## src/rtl/core/bfs_graph_search_engine_assert.svh

```systemverilog
// Assertion macros for the graph search engine.
// Each macro expects signals clk and arst_n in the scope where it is used.
`ifndef BFS_GRAPH_SEARCH_ENGINE_ASSERT_SVH
`define BFS_GRAPH_SEARCH_ENGINE_ASSERT_SVH

// The consequent must hold in the same cycle as the antecedent.
`define BFS_ASSERT_NOW(lbl, ante, cons, msg) \
	lbl: assert property (@(posedge clk) disable iff (!arst_n) (ante) |-> (cons)) \
		else $error(msg);

// The consequent must hold in the cycle after the antecedent.
`define BFS_ASSERT_NEXT(lbl, ante, cons, msg) \
	lbl: assert property (@(posedge clk) disable iff (!arst_n) (ante) |=> (cons)) \
		else $error(msg);

`endif

```

## src/rtl/core/bfs_pkg.sv

```systemverilog
// Shared types and constants of the graph search engine.
// No dependencies.
package bfs_pkg;
	localparam int DEF_MAX_VERTICES = 32;
	localparam int IDX_W = 5;
	localparam int OP_W = 3;
	localparam int VC_W = 6;
	localparam int APB_ADDR_W = 3;
	localparam int APB_DATA_W = 32;
	localparam logic [VC_W-1:0] VC_RESET = 6'd32;
	localparam logic REG_VERTEX_COUNT = 1'b0;

	localparam logic [OP_W-1:0] OP_ADD_EDGE  = 3'd0;
	localparam logic [OP_W-1:0] OP_CLR_ALL   = 3'd1;
	localparam logic [OP_W-1:0] OP_CLR_VERT  = 3'd2;
	localparam logic [OP_W-1:0] OP_BFS       = 3'd3;
	localparam logic [OP_W-1:0] OP_REACH     = 3'd4;
	localparam logic [OP_W-1:0] OP_PATH      = 3'd5;

	typedef struct packed {
		logic rd_en;
		logic wr_en;
		logic clr_all;
	} adj_cmd_t;

	typedef struct packed {
		logic [IDX_W-1:0] vertex;
		logic [IDX_W-1:0] parent;
		logic is_root;
		logic found;
		logic error;
		logic last;
	} res_t;
endpackage

```

## src/rtl/core/bfs_adj_mem.sv

```systemverilog
// Adjacency matrix store: one row per vertex, registered read, row valid bits.
// Depends on bfs_pkg.
module bfs_adj_mem
	import bfs_pkg::*;
#(
	parameter int MAX_VERTICES = DEF_MAX_VERTICES
) (
	input  logic clk,
	input  logic arst_n,
	input  adj_cmd_t cmd,
	input  logic [$clog2(MAX_VERTICES)-1:0] rd_addr,
	input  logic [$clog2(MAX_VERTICES)-1:0] wr_addr,
	input  logic [MAX_VERTICES-1:0] wr_row,
	output logic [MAX_VERTICES-1:0] rd_row
);
	logic [MAX_VERTICES-1:0] mem [MAX_VERTICES];
	logic [MAX_VERTICES-1:0] row_vld_q;
	logic [MAX_VERTICES-1:0] data_s1;
	logic vld_s1;

	always_ff @(posedge clk) begin
		if (cmd.wr_en) begin
			mem[wr_addr] <= wr_row;
		end
		if (cmd.rd_en) begin
			data_s1 <= mem[rd_addr];
			vld_s1 <= row_vld_q[rd_addr];
		end
	end

	// A row never written since reset or the last clear reads as empty.
	always_ff @(posedge clk or negedge arst_n) begin
		if (!arst_n) begin
			row_vld_q <= '0;
		end else if (cmd.clr_all) begin
			row_vld_q <= '0;
		end else if (cmd.wr_en) begin
			row_vld_q[wr_addr] <= 1'b1;
		end
	end

	assign rd_row = vld_s1 ? data_s1 : '0;
endmodule

```

## src/rtl/core/bfs_ctrl.sv

```systemverilog
// Command sequencer: edge updates, breadth-first search, path walk, result emission.
// Depends on bfs_pkg; drives bfs_adj_mem through its command struct.
module bfs_ctrl
	import bfs_pkg::*;
#(
	parameter int MAX_VERTICES = DEF_MAX_VERTICES
) (
	input  logic clk,
	input  logic arst_n,
	input  logic start,
	input  logic [OP_W-1:0] opcode,
	input  logic [IDX_W-1:0] src,
	input  logic [IDX_W-1:0] dst,
	input  logic [VC_W-1:0] n_eff,
	output logic busy,
	output logic res_vld,
	output res_t res,
	output adj_cmd_t adj_cmd,
	output logic [$clog2(MAX_VERTICES)-1:0] adj_rd_addr,
	output logic [$clog2(MAX_VERTICES)-1:0] adj_wr_addr,
	output logic [MAX_VERTICES-1:0] adj_wr_row,
	input  logic [MAX_VERTICES-1:0] adj_rd_row
);
	localparam int VW = $clog2(MAX_VERTICES);
	localparam int CW = $clog2(MAX_VERTICES + 1);
	localparam logic [MAX_VERTICES-1:0] ONE = {{(MAX_VERTICES-1){1'b0}}, 1'b1};

	localparam logic [3:0] S_IDLE      = 4'd0;
	localparam logic [3:0] S_ADD_RD    = 4'd1;
	localparam logic [3:0] S_CLR_RD    = 4'd2;
	localparam logic [3:0] S_CLR_WR    = 4'd3;
	localparam logic [3:0] S_POP       = 4'd4;
	localparam logic [3:0] S_WAIT      = 4'd5;
	localparam logic [3:0] S_SCAN      = 4'd6;
	localparam logic [3:0] S_WALK      = 4'd7;
	localparam logic [3:0] S_EMIT_BFS  = 4'd8;
	localparam logic [3:0] S_EMIT_PATH = 4'd9;

	logic [3:0] state_q;
	logic [OP_W-1:0] op_q;
	logic [VW-1:0] s_q, t_q, x_q;
	logic [CW-1:0] head_q, tail_q, len_q, i_q;
	logic [MAX_VERTICES-1:0] nb_q, visited_q;
	logic [VW-1:0] queue_q [MAX_VERTICES];
	logic [VW-1:0] pred_q [MAX_VERTICES];

	logic accept, src_bad, dst_bad, bad;
	logic [VW-1:0] s_idx;
	logic [MAX_VERTICES-1:0] mask, low_oh;
	logic [VW-1:0] y_idx;
	logic q_we, p_we;
	logic [VW-1:0] q_wa, q_wd, p_wa, p_wd, q_ra, p_ra, q_rd, p_rd;
	logic t_seen;

	assign accept = start && (state_q == S_IDLE);
	assign busy = (state_q != S_IDLE);
	assign s_idx = src[VW-1:0];
	assign src_bad = ({1'b0, src} >= n_eff);
	assign dst_bad = ({1'b0, dst} >= n_eff);
	assign t_seen = visited_q[t_q];

	always_comb begin
		priority case (opcode)
			OP_ADD_EDGE, OP_REACH, OP_PATH: bad = src_bad || dst_bad;
			OP_CLR_VERT, OP_BFS: bad = src_bad;
			default: bad = 1'b0;
		endcase
	end

	always_comb begin
		mask = '0;
		y_idx = '0;
		low_oh = nb_q & (~nb_q + ONE);
		for (int k = 0; k < MAX_VERTICES; k++) begin
			mask[k] = (VC_W'(k) < n_eff);
			if (low_oh[k]) begin
				y_idx = y_idx | VW'(k);
			end
		end
	end

	// Single read port on each of the queue and predecessor arrays.
	always_comb begin
		q_ra = head_q[VW-1:0];
		if (state_q == S_EMIT_BFS || state_q == S_EMIT_PATH) begin
			q_ra = i_q[VW-1:0];
		end
		q_rd = queue_q[q_ra];
		p_ra = (state_q == S_WALK) ? x_q : q_rd;
		p_rd = pred_q[p_ra];
	end

	always_comb begin
		adj_cmd = '0;
		adj_rd_addr = '0;
		adj_wr_addr = '0;
		adj_wr_row = '0;
		q_we = 1'b0;
		q_wa = '0;
		q_wd = '0;
		p_we = 1'b0;
		p_wa = '0;
		p_wd = '0;
		unique case (state_q)
			S_IDLE: begin
				if (accept && !bad) begin
					if (opcode == OP_ADD_EDGE) begin
						adj_cmd.rd_en = 1'b1;
						adj_rd_addr = s_idx;
					end else if (opcode == OP_CLR_ALL) begin
						adj_cmd.clr_all = 1'b1;
					end else if (opcode == OP_BFS || opcode == OP_REACH ||
						opcode == OP_PATH) begin
						q_we = 1'b1;
						q_wd = s_idx;
						p_we = 1'b1;
						p_wa = s_idx;
						p_wd = s_idx;
					end
				end
			end
			S_ADD_RD: begin
				adj_cmd.wr_en = 1'b1;
				adj_wr_addr = s_q;
				adj_wr_row = adj_rd_row | (ONE << t_q);
			end
			S_CLR_RD: begin
				adj_cmd.rd_en = 1'b1;
				adj_rd_addr = i_q[VW-1:0];
			end
			S_CLR_WR: begin
				adj_cmd.wr_en = 1'b1;
				adj_wr_addr = i_q[VW-1:0];
				adj_wr_row = (i_q[VW-1:0] == s_q) ? '0 : (adj_rd_row & ~(ONE << s_q));
			end
			S_POP: begin
				if (head_q < tail_q) begin
					adj_cmd.rd_en = 1'b1;
					adj_rd_addr = q_rd;
				end else if (op_q == OP_PATH && t_seen) begin
					q_we = 1'b1;
					q_wd = t_q;
				end
			end
			S_SCAN: begin
				if (nb_q != '0) begin
					q_we = 1'b1;
					q_wa = tail_q[VW-1:0];
					q_wd = y_idx;
					p_we = 1'b1;
					p_wa = y_idx;
					p_wd = x_q;
				end
			end
			S_WALK: begin
				if (x_q != s_q) begin
					q_we = 1'b1;
					q_wa = len_q[VW-1:0];
					q_wd = p_rd;
				end
			end
			default: begin
			end
		endcase
	end

	always_ff @(posedge clk) begin
		if (q_we) begin
			queue_q[q_wa] <= q_wd;
		end
		if (p_we) begin
			pred_q[p_wa] <= p_wd;
		end
	end

	always_ff @(posedge clk or negedge arst_n) begin
		if (!arst_n) begin
			state_q <= S_IDLE;
			op_q <= '0;
			s_q <= '0;
			t_q <= '0;
			x_q <= '0;
			head_q <= '0;
			tail_q <= '0;
			len_q <= '0;
			i_q <= '0;
			nb_q <= '0;
			visited_q <= '0;
			res_vld <= 1'b0;
			res <= '0;
		end else begin
			res_vld <= 1'b0;
			unique case (state_q)
				S_IDLE: begin
					if (accept) begin
						op_q <= opcode;
						s_q <= s_idx;
						t_q <= dst[VW-1:0];
						if (bad) begin
							res_vld <= 1'b1;
							res <= '{vertex: '0, parent: '0, is_root: 1'b0, found: 1'b0,
								error: 1'b1, last: 1'b1};
						end else begin
							priority case (opcode)
								OP_ADD_EDGE: state_q <= S_ADD_RD;
								OP_CLR_ALL: begin
									res_vld <= 1'b1;
									res <= '{vertex: '0, parent: '0, is_root: 1'b0,
										found: 1'b1, error: 1'b0, last: 1'b1};
								end
								OP_CLR_VERT: begin
									i_q <= '0;
									state_q <= S_CLR_RD;
								end
								OP_BFS, OP_REACH, OP_PATH: begin
									visited_q <= ONE << s_idx;
									head_q <= '0;
									tail_q <= CW'(1);
									state_q <= S_POP;
								end
								default: begin
									res_vld <= 1'b1;
									res <= '{vertex: '0, parent: '0, is_root: 1'b0,
										found: 1'b0, error: 1'b0, last: 1'b1};
								end
							endcase
						end
					end
				end
				S_ADD_RD: begin
					res_vld <= 1'b1;
					res <= '{vertex: '0, parent: '0, is_root: 1'b0, found: 1'b1,
						error: 1'b0, last: 1'b1};
					state_q <= S_IDLE;
				end
				S_CLR_RD: state_q <= S_CLR_WR;
				S_CLR_WR: begin
					if (i_q == CW'(MAX_VERTICES - 1)) begin
						res_vld <= 1'b1;
						res <= '{vertex: '0, parent: '0, is_root: 1'b0, found: 1'b1,
							error: 1'b0, last: 1'b1};
						state_q <= S_IDLE;
					end else begin
						i_q <= i_q + 1'b1;
						state_q <= S_CLR_RD;
					end
				end
				S_POP: begin
					if (head_q < tail_q) begin
						x_q <= q_rd;
						head_q <= head_q + 1'b1;
						state_q <= S_WAIT;
					end else if (op_q == OP_BFS) begin
						i_q <= '0;
						state_q <= S_EMIT_BFS;
					end else if (op_q == OP_REACH) begin
						res_vld <= 1'b1;
						res <= '{vertex: IDX_W'(t_q), parent: '0, is_root: 1'b0,
							found: t_seen, error: 1'b0, last: 1'b1};
						state_q <= S_IDLE;
					end else if (t_seen) begin
						x_q <= t_q;
						len_q <= CW'(1);
						state_q <= S_WALK;
					end else begin
						res_vld <= 1'b1;
						res <= '{vertex: '0, parent: '0, is_root: 1'b0, found: 1'b0,
							error: 1'b0, last: 1'b1};
						state_q <= S_IDLE;
					end
				end
				S_WAIT: begin
					nb_q <= adj_rd_row & mask & ~visited_q;
					state_q <= S_SCAN;
				end
				S_SCAN: begin
					// One newly reached neighbor per cycle, lowest index first.
					if (nb_q == '0) begin
						state_q <= S_POP;
					end else begin
						visited_q <= visited_q | low_oh;
						nb_q <= nb_q & ~low_oh;
						tail_q <= tail_q + 1'b1;
					end
				end
				S_WALK: begin
					if (x_q == s_q) begin
						i_q <= len_q - 1'b1;
						state_q <= S_EMIT_PATH;
					end else begin
						x_q <= p_rd;
						len_q <= len_q + 1'b1;
					end
				end
				S_EMIT_BFS: begin
					res_vld <= 1'b1;
					res <= '{vertex: IDX_W'(q_rd),
						parent: (i_q == '0) ? '0 : IDX_W'(p_rd),
						is_root: (i_q == '0), found: 1'b1, error: 1'b0,
						last: (i_q + 1'b1 == tail_q)};
					if (i_q + 1'b1 == tail_q) begin
						state_q <= S_IDLE;
					end else begin
						i_q <= i_q + 1'b1;
					end
				end
				S_EMIT_PATH: begin
					// The path sits reversed in the queue, so it is read from the top down.
					res_vld <= 1'b1;
					res <= '{vertex: IDX_W'(q_rd),
						parent: (i_q == len_q - 1'b1) ? '0 : IDX_W'(p_rd),
						is_root: (i_q == len_q - 1'b1), found: 1'b1, error: 1'b0,
						last: (i_q == '0)};
					if (i_q == '0) begin
						state_q <= S_IDLE;
					end else begin
						i_q <= i_q - 1'b1;
					end
				end
				default: state_q <= S_IDLE;
			endcase
		end
	end
endmodule

```

## src/rtl/core/bfs_graph_search_engine.sv

```systemverilog
// Graph search engine top level: register port, result ports, checks.
// Depends on bfs_pkg, bfs_ctrl, bfs_adj_mem and the assertion macro header.
//
// Breadth-first search engine over a directed graph stored as an adjacency
// bit matrix, one row per vertex in a memory with a registered read and its
// own write port. A command is taken when start is high and busy is low.
// Results come one per cycle on the result ports, each marked by valid for
// exactly one cycle, and must be taken as they come; last marks the final
// result of a command. Adding an edge reads the source row and writes it back
// with the new bit; clearing all edges drops all row valid bits; clearing one
// vertex reads and writes each matrix row. A search reads the row of each reached
// vertex and scans its new neighbors one per cycle; BFS order then emits the queue,
// a shortest path walks back through the predecessors and emits it root first.
// Unused opcodes answer on the cycle after acceptance without raising busy.
`include "bfs_graph_search_engine_assert.svh"

module bfs_graph_search_engine
	import bfs_pkg::*;
#(
	parameter int MAX_VERTICES = DEF_MAX_VERTICES
) (
	input  logic clk,
	input  logic arst_n,
	input  logic psel,
	input  logic penable,
	input  logic pwrite,
	input  logic [APB_ADDR_W-1:0] paddr,
	input  logic [APB_DATA_W-1:0] pwdata,
	output logic [APB_DATA_W-1:0] prdata,
	output logic pready,
	input  logic start,
	input  logic [OP_W-1:0] opcode,
	input  logic [IDX_W-1:0] src,
	input  logic [IDX_W-1:0] dst,
	output logic busy,
	output logic valid,
	output logic [IDX_W-1:0] vertex,
	output logic [IDX_W-1:0] parent,
	output logic is_root,
	output logic found,
	output logic error,
	output logic last
);
	localparam int VW = $clog2(MAX_VERTICES);

	logic [VC_W-1:0] vc_q;
	logic [VC_W-1:0] n_eff;
	res_t res;
	adj_cmd_t adj_cmd;
	logic [VW-1:0] adj_rd_addr, adj_wr_addr;
	logic [MAX_VERTICES-1:0] adj_wr_row, adj_rd_row;

	always_ff @(posedge clk or negedge arst_n) begin
		if (!arst_n) begin
			vc_q <= VC_RESET;
		end else if (psel && penable && pwrite && paddr[2] == REG_VERTEX_COUNT) begin
			vc_q <= pwdata[VC_W-1:0];
		end
	end

	assign pready = 1'b1;
	assign prdata = (paddr[2] == REG_VERTEX_COUNT) ? APB_DATA_W'(vc_q) : '0;
	assign n_eff = (vc_q > VC_W'(MAX_VERTICES)) ? VC_W'(MAX_VERTICES) : vc_q;

	bfs_ctrl #(.MAX_VERTICES(MAX_VERTICES)) u_ctrl (
		.clk(clk),
		.arst_n(arst_n),
		.start(start),
		.opcode(opcode),
		.src(src),
		.dst(dst),
		.n_eff(n_eff),
		.busy(busy),
		.res_vld(valid),
		.res(res),
		.adj_cmd(adj_cmd),
		.adj_rd_addr(adj_rd_addr),
		.adj_wr_addr(adj_wr_addr),
		.adj_wr_row(adj_wr_row),
		.adj_rd_row(adj_rd_row)
	);

	bfs_adj_mem #(.MAX_VERTICES(MAX_VERTICES)) u_adj (
		.clk(clk),
		.arst_n(arst_n),
		.cmd(adj_cmd),
		.rd_addr(adj_rd_addr),
		.wr_addr(adj_wr_addr),
		.wr_row(adj_wr_row),
		.rd_row(adj_rd_row)
	);

	assign vertex = res.vertex;
	assign parent = res.parent;
	assign is_root = res.is_root;
	assign found = res.found;
	assign error = res.error;
	assign last = res.last;

	`BFS_ASSERT_NEXT(a_accept_answered, start && !busy, busy || valid, "accepted command neither busy nor answered")
	`BFS_ASSERT_NOW(a_idle_means_last, valid && !busy, last, "result after command end without last")
	`BFS_ASSERT_NOW(a_error_alone, valid && error, !found && last && !is_root, "error result carries other flags")
	`BFS_ASSERT_NOW(a_root_found, valid && is_root, found && !error, "root result not marked found")
endmodule
```

## config.mk

```make
export PLATFORM = sky130hd
export DESIGN_NAME = bfs_graph_search_engine
export DESIGN_NICKNAME = d
export VERILOG_FILES = /design/src/rtl/core/bfs_pkg.sv /design/src/rtl/core/bfs_adj_mem.sv /design/src/rtl/core/bfs_ctrl.sv /design/src/rtl/core/bfs_graph_search_engine.sv
export VERILOG_INCLUDE_DIRS = /design/src /design/src/rtl/core
export SDC_FILE = /design/constraint.sdc
export NUM_CORES = 2
export LEC_CHECK = 0
export BUFFER_PORTS_ARGS = -buffer_cell sky130_fd_sc_hd__buf_2
export CORE_ASPECT_RATIO = 0.75
export CORE_MARGIN = 2
export CORE_UTILIZATION = 25
export DETAILED_ROUTE_END_ITERATION = 8
export GPL_TIMING_DRIVEN = 0
export SETUP_SLACK_MARGIN = 0.02
export SLEW_MARGIN = 10
export SYNTH_ARGS = -nofsm -noshare
export SYNTH_HDL_FRONTEND = slang
export SYNTH_SLANG_ARGS = --single-unit
```

## constraint.sdc

```tcl
create_clock -name clk -period 5.2 [get_ports clk]
set_input_delay 1.04 -clock clk [delete_from_list [all_inputs] [get_ports clk]]
set_output_delay 1.04 -clock clk [all_outputs]
set_load 0.05 [all_outputs]
```

; ---- Yosys cells after proc, flatten, opt, wreduce, memory -nomap -nowiden
; Memory sizes are Yosys's and may differ from the RTL's. A register that Yosys moved wholly into a read port is not among the register bits.
; Index checks and enable logic that the tools add are counted.
[op_classes]
n_addsub = 7
reduce_logical = 40
multipliers = 0
n_eq_ne = 49
n_div = 0
n_bitwise = 13
mux = 330
shifts = 3
order_cmp = 40
[op_table]
columns = cell, n
row1 = $mux W32, 18
row2 = $mux W5, 76
row3 = $mux W6, 62
row4 = $mux W14, 24
row5 = $pmux W32 S2, 3
row6 = $and A32 B32 Y32, 5
row7 = $mux W4, 38
row8 = $not A32 Y32, 4
row9 = $lt A5 B6 Y1 const A, 16
row10 = $or A32 B32 Y32, 3
row11 = $shl A1 B5 Y32 const A, 3
row12 = $pmux W14 S6, 1
row13 = $mux W1, 76
row14 = $pmux W5 S2, 5
row15 = $lt A4 B6 Y1 const A, 8
row16 = $pmux W4 S9, 1
row17 = $pmux W6 S2, 3
row18 = $pmux W6 S6, 1
row19 = $add A32 B1 Y32 const B, 1
row20 = $logic_not A32 Y1, 1
row21 = $reduce_bool A32 Y1, 1
row22 = $ne A2 B2 Y1 const B, 14
row23 = $pmux W14 S2, 1
row24 = $add A6 B1 Y6 const B, 4
row25 = 53 further kinds, 113
[word_totals]
latchBits = 0
n_memories = 3
ramBits = 1344
input_bits = 54
romBits = 0
register_bits = 164
wordCells = 506
[mem_list]
columns = memory, depth, width, rd, rd_ports_with_merged_regs, write_ports, line_no
row1 = u_adj.mem, 32, 32, 1, 1, 1, bfs_adj_mem.sv:16  ; logic [MAX_VERTICES-1:0] mem [MAX_VERTICES];
row2 = u_ctrl.pred_q, 32, 5, 1, 0, 1, bfs_ctrl.sv:45  ; logic [VW-1:0] pred_q [MAX_VERTICES];
row3 = u_ctrl.queue_q, 32, 5, 1, 0, 1, bfs_ctrl.sv:44  ; logic [VW-1:0] queue_q [MAX_VERTICES];

; ---- Depth between registers and ports, before layout
[depth]
ltp_word = 37
ltp_mapped = 20
depth_no_buf = 15

; ---- Modules after synthesis
; From an unflattened synthesis, not the netlist that was laid out.
[unflattened]
hier_cells = 4817
hier_area_um2 = 67633.6
[by_module_without_submodules]
columns = mod, seq_area_each_um2, instances, area_per_inst_um2, cells_per_inst
row1 = bfs_adj_mem, 32541.2, 1, 42443.2, 2434
row2 = bfs_ctrl, 12737.2, 1, 24649.9, 2329
row3 = bfs_graph_search_engine, 151.4, 1, 540.5, 54

; ---- Least setup slack after synthesis
; OpenSTA, ideal clock, no wires.
[synth_timing]
path_type = input-to-reg
from = input port src[0]
to = register u_adj.data_s1[25], read port of u_adj.mem (data pin)
t_arrival_ns = 4.859
required_ns = 5.024
path_slack_ns = 0.165
cell_stages = 17
path_cell_list = clkbuf_1 -> inv_1 -> ha_1 -> nor2b_1 -> o21ai_0 -> a31oi_1 -> nand2_1 -> a2111oi_1 -> a221o_1 -> buf_2 -> buf_2 -> buf_1 -> nand2_1 -> nand3_1 -> a21oi_1 -> or4_1 -> nor4_1
[synth_between]
elab_chain_len = 8
[synth_rtl]
columns = item, line_no
row1 = start: declaration, bfs_graph_search_engine.sv:33  ; input logic [IDX_W-1:0] src,
row2 = $ge A5 B6 Y1, bfs_ctrl.sv:58  ; assign src_bad = ({1'b0, src} >= n_eff);
row3 = $logic_or A1 B1 Y1, bfs_ctrl.sv:64  ; OP_ADD_EDGE, OP_REACH, OP_PATH: bad = src_bad || dst_bad;
row4 = $pmux W1 S2, bfs_ctrl.sv:63  ; priority case (opcode)
row5 = $logic_not A1 Y1, bfs_ctrl.sv:106  ; if (accept && !bad) begin
row6 = $logic_and A1 B1 Y1, bfs_ctrl.sv:106
row7 = $mux W5 or $mux W1 (tied branches), bfs_ctrl.sv:106
row8 = $mux W5 or $mux W1 (tied branches), bfs_ctrl.sv:104  ; unique case (state_q)
row9 = $pmux W5 S3 or $pmux W1 S3 (tied branches), bfs_ctrl.sv:104
row10 = end: declaration, bfs_adj_mem.sv:18  ; logic [MAX_VERTICES-1:0] data_s1;
; Several ways; a longest one is shown, not always the timed one. The select of a mux whose other input is x is not followed.
; A chain may end at the register's enable or synchronous reset.

; ---- Worst setup path after layout
[layout_timing]
from = register u_ctrl.i_q[3]
to = register u_adj.data_s1[28], read port of u_adj.mem (data pin)
[layout_between]
elab_chain_len = 5
[layout_rtl]
columns = item, line_no
row1 = start: declaration, bfs_ctrl.sv:42  ; logic [CW-1:0] head_q, tail_q, len_q, i_q;
row2 = start signal: assignment, bfs_ctrl.sv:244  ; i_q <= i_q + 1'b1;
row3 = start signal: assignment, bfs_ctrl.sv:288  ; i_q <= len_q - 1'b1;
row4 = start signal: assignment, bfs_ctrl.sv:304  ; i_q <= i_q + 1'b1;
row5 = $mux W5, bfs_ctrl.sv:85  ; if (state_q == S_EMIT_BFS || state_q == S_EMIT_PATH) begin
row6 = $mem_v2 Z32 W5, -
row7 = $mux W5, bfs_ctrl.sv:137  ; if (head_q < tail_q) begin
row8 = $mux W5, bfs_ctrl.sv:104
row9 = $pmux W5 S3 (*), bfs_ctrl.sv:104
; Mark *: on every way between the ends. The rest lies on a longest branch, timed or not. The select of a mux whose other input is x is not followed.

==> impl_metrics.env <==
export IMPL_cts_max_path_buffers=4
export IMPL_stdcell_count=9326
export IMPL_chipHeight_um=449.4
export IMPL_end_kind="flip-flop"
export IMPL_wl_per_cell_um=24.25
export IMPL_drt_initial_drc_count=7169
export IMPL_synthTopCellsByArea="edfxtp_1 (63%), nand2_1 (6.7%), dfrtp_1 (6.1%)"
export IMPL_ys_ff_latch=1540
export IMPL_worst_pin_slew_ns=1.419
export IMPL_antenna_found_initial=5
export IMPL_via_count=48140
export IMPL_portBuffers=46
export IMPL_reg2reg_to="u_adj.data_s1[28]$_DFFE_PP_"
export IMPL_fmax_mhz=191.0
export IMPL_syn_area_sq_um=66120
export IMPL_regToRegSetupSlack_ns=-0.04
export IMPL_setup_viol=3
export IMPL_timing_rr_start="u_ctrl.i_q[3]$_DFFE_PN0P_"
export IMPL_ctsHoldBuffers=0
export IMPL_io_pins=103
export IMPL_insertion_delay_ns=0.82
export IMPL_rsz0062_at_grt="yes"
export IMPL_die_w_um=597.8
export IMPL_crit_type="reg -> reg"
export IMPL_grt_use_met1_pct=25.29
export IMPL_critPathLaunch="u_ctrl.i_q[3]$_DFFE_PN0P_"
export IMPL_setup_ws_ns=-0.03581
export IMPL_peakVddDrop_mv=0.2743
export IMPL_synth_top_area_share_pct=62.54
export IMPL_fin_skew_ns=0.08650
export IMPL_hold_viol=0
export IMPL_min_path_type="in -> async"
export IMPL_hpwl_um=161500
export IMPL_die_area_sq_um=268700
export IMPL_antenna_left=0
export IMPL_crit_chain="clkbuf_1, nor2_1, nand3_1, o22a_1, nand4_1, nor4_4, nand2_2, buf_4, a221o_2, buf_6, buf_6, buf_6, buf_4, clkbuf_8, nand2_1, nand3_1, a21oi_1, nor4_4"
export IMPL_async_flop_share_pct=10.58
export IMPL_synth_edf_count=1377
export IMPL_start_kind="flip-flop"
export IMPL_grt_max_degree=70
export IMPL_fin_crit_sh_pct=100.7
export IMPL_busiest_layer="met1"
export IMPL_areaGrowthSynthToFinish_pct=20.83
export IMPL_cts_sinks=1540
export IMPL_grtUsageTotal_pct=16.26
export IMPL_outcome="finished, violations left"
export IMPL_synthFlopType="edfxtp_1"
export IMPL_placed_cells=9005
export IMPL_numCtsBuffers=154
export IMPL_fillers=26320
export IMPL_avgSynthCellArea_sq_um=12.26
export IMPL_use_met2_pct=22.30
export IMPL_maxSlewHeadroom_pct=2.952
export IMPL_rr_worst_depth=18
export IMPL_required_ns=5.74
export IMPL_start_util_pct=25.13
export IMPL_ys_warn_count=0
export IMPL_yosysSeqAreaShare_pct=68.71
export IMPL_placementRows=163
export IMPL_synth_distinct_cells=89
export IMPL_yosysTopAreaCell="edfxtp_1"
export IMPL_crit_fanout=10
export IMPL_powerDensity_nw_per_um2=521.5
export IMPL_finalWeightedCongestion=0.9511
export IMPL_drive_above_1_share_pct=16.37
export IMPL_grt_pass1_wl_um=322700
export IMPL_pre_cts_ws_ns=-2.878
export IMPL_arrival_ns=5.78
export IMPL_yosys_top_cells_count="edfxtp_1 (1,377), nand2_1 (1,175), nand3_1 (468)"
export IMPL_netlist_instances=5393
export IMPL_finalWorstPathRequiredPeriod_ns=5.236
export IMPL_cts_root_buf="clkbuf_16"
export IMPL_vias_per_cell=5.162
export IMPL_core_sq_um=263100
export IMPL_num_nets_final=5820
export IMPL_max_stage_delay_ns=0.55
export IMPL_violations="max-capacitance violations, negative setup slack"
export IMPL_drv_slew=0
export IMPL_wirelength_um=226100
export IMPL_drc=0
export IMPL_cts_clk_slew_worst_paths_ns=0.07
export IMPL_drv_cap=1
export IMPL_slowest_stage="nor4_4"
export IMPL_path_common_cell="buf_6"
export IMPL_grt_pass1_vias=44550
export IMPL_grt_use_met3_pct=3.985
export IMPL_cts_tree="done"
export IMPL_synthMostInstantiatedCell="edfxtp_1"
export IMPL_htree_levels=4
export IMPL_grt_overflow=0
export IMPL_p_leak_nw=27.72
export IMPL_drtPass1Iterations=6
final cells by class:
| cell class | instances | area [sq um] | share of cell area [%] |
|---|---|---|---|
| tap | 3465 | 4335 | 5.426 |
| buffer | 360 | 2230 | 2.791 |
| sequential | 1540 | 45430 | 56.87 |
| antenna | 2 | 5.005 | 0.006264 |
| timing repair buffer | 174 | 2268 | 2.839 |
| clock buffer | 190 | 4051 | 5.071 |
| clock inverter | 80 | 633.1 | 0.7924 |
| multi-input combinational | 3455 | 20710 | 25.92 |
| inverter | 60 | 226.5 | 0.2835 |
layer usage:
metal | part of all wire (%) | routed length (um)
met1 | 45 | 102700
met2 | 40 | 91230
met3 | 12 | 27140
met4 | 2.2 | 5011
met5 | 0.0057 | 13
sequential cells by signal, summed over array words and instances, names as in the netlist:
name and cells:
u_ctrl.head_q 6, u_ctrl.tail_q 6, u_adj.data_s1 32, u_ctrl.res 14, u_ctrl.queue_q 160, u_ctrl.state_q 4, u_adj.row_vld_q 32, u_ctrl.len_q 6
u_adj.vld_s1 1, u_ctrl.t_q 5, u_ctrl.x_q 5, u_ctrl.nb_q 32, u_ctrl.i_q 6, u_adj.mem 1024, u_ctrl.s_q 5, u_ctrl.op_q 3
u_ctrl.res_vld 1, u_ctrl.pred_q 160, vc_q 6, u_ctrl.visited_q 32
critical path, delay by kind of cell (launching register included):
family | cells | cell delay, ns
buffers and inverters | 7 | 1.71
AND/OR/NAND/NOR | 8 | 1.84
AO/OA/AOI/OAI | 3 | 1.09
flip-flops | 1 | 0.32
logic make-up (layout without fill, tap and decap cells):
| family | after synthesis | in the layout | synth area share (%) |
|---|---|---|---|
| muxes | 177 | 177 | 3.228 |
| xor gates and xnor gates | 39 | 39 | 0.5166 |
| other | 2 | 29 | 0.01136 |
| and+or+nand+nor | 2242 | 2242 | 15.26 |
| adders and majority gates | 21 | 21 | 0.3974 |
| AOI/OAI and AO/OA | 948 | 949 | 9.045 |
| DFF | 1540 | 1540 | 68.71 |
| buffers and inverters | 424 | 864 | 2.829 |
worst max-delay path by stage:
stage	end	slack [ns]	depth (start not counted)
floorplan	u_adj.data_s1[25]$_DFFE_PP_	0.17	17
global placement	u_ctrl.queue_q[28][3]$_DFFE_PP_	-3.77	16
detailed placement	u_ctrl.queue_q[30][1]$_DFFE_PP_	-2.88	14
CTS	u_adj.data_s1[12]$_DFFE_PP_	0.02	18
global route	u_ctrl.queue_q[10][2]$_DFFE_PP_	-0.09	14
finish	u_adj.data_s1[28]$_DFFE_PP_	-0.04	18
power breakdown:
group,internal (mW),switching (mW)
clock network,5.94,4.79
logic,4.82,10.9
registers,14.5,0.688
metrics by stage:
step	TNS, ns	area [sq um]	utilization [%]	hold slack [ns]	power (mW)
after floorplan	0	66210	-	0.4457	22.87
after global placement	-3775.13	70780	26.90	0.4666	28.69
after detailed placement	-1022.97	73040	27.76	0.4742	29.18
after CTS	0	79240	30.12	0.08299	40.97
after global routing	-1.874	79890	30.37	0.1048	43.05
final	-0.07397	79900	30.37	0.1098	41.67
repair_timing:
action | 4_1_cts | 5_1_grt
buffers inserted | 42 | 10
gates cloned | 1 | 0
endpoints found under the hold margin | 0 | 0
pin swaps | 28 | 19
setup endpoints to repair | 755 | 403
gates resized for setup | 348 | 211
cell usage in the layout, fill, tap and decap left out, types with 43 or more instances in the layout:
master     netlist  routed
a211oi_1        89      88
a21oi_1        318     282
a22oi_1         71      67
a31oi_1         83      81
and2_1          74      74
buf_12           0      55
buf_2           85      97
buf_4           38     127
clkbuf_1       184     112
clkbuf_16        0     156
clkbuf_2         0      63
clkbuf_4         0      43
dfrtp_1        162     158
edfxtp_1      1377    1377
inv_1           57      57
mux2i_1        130     124
nand2_1       1175    1163
nand3_1        468     466
nor2_1         210     154
nor3_1          47      43
o21ai_0        140     133
(Power assumes the default switching activity.)
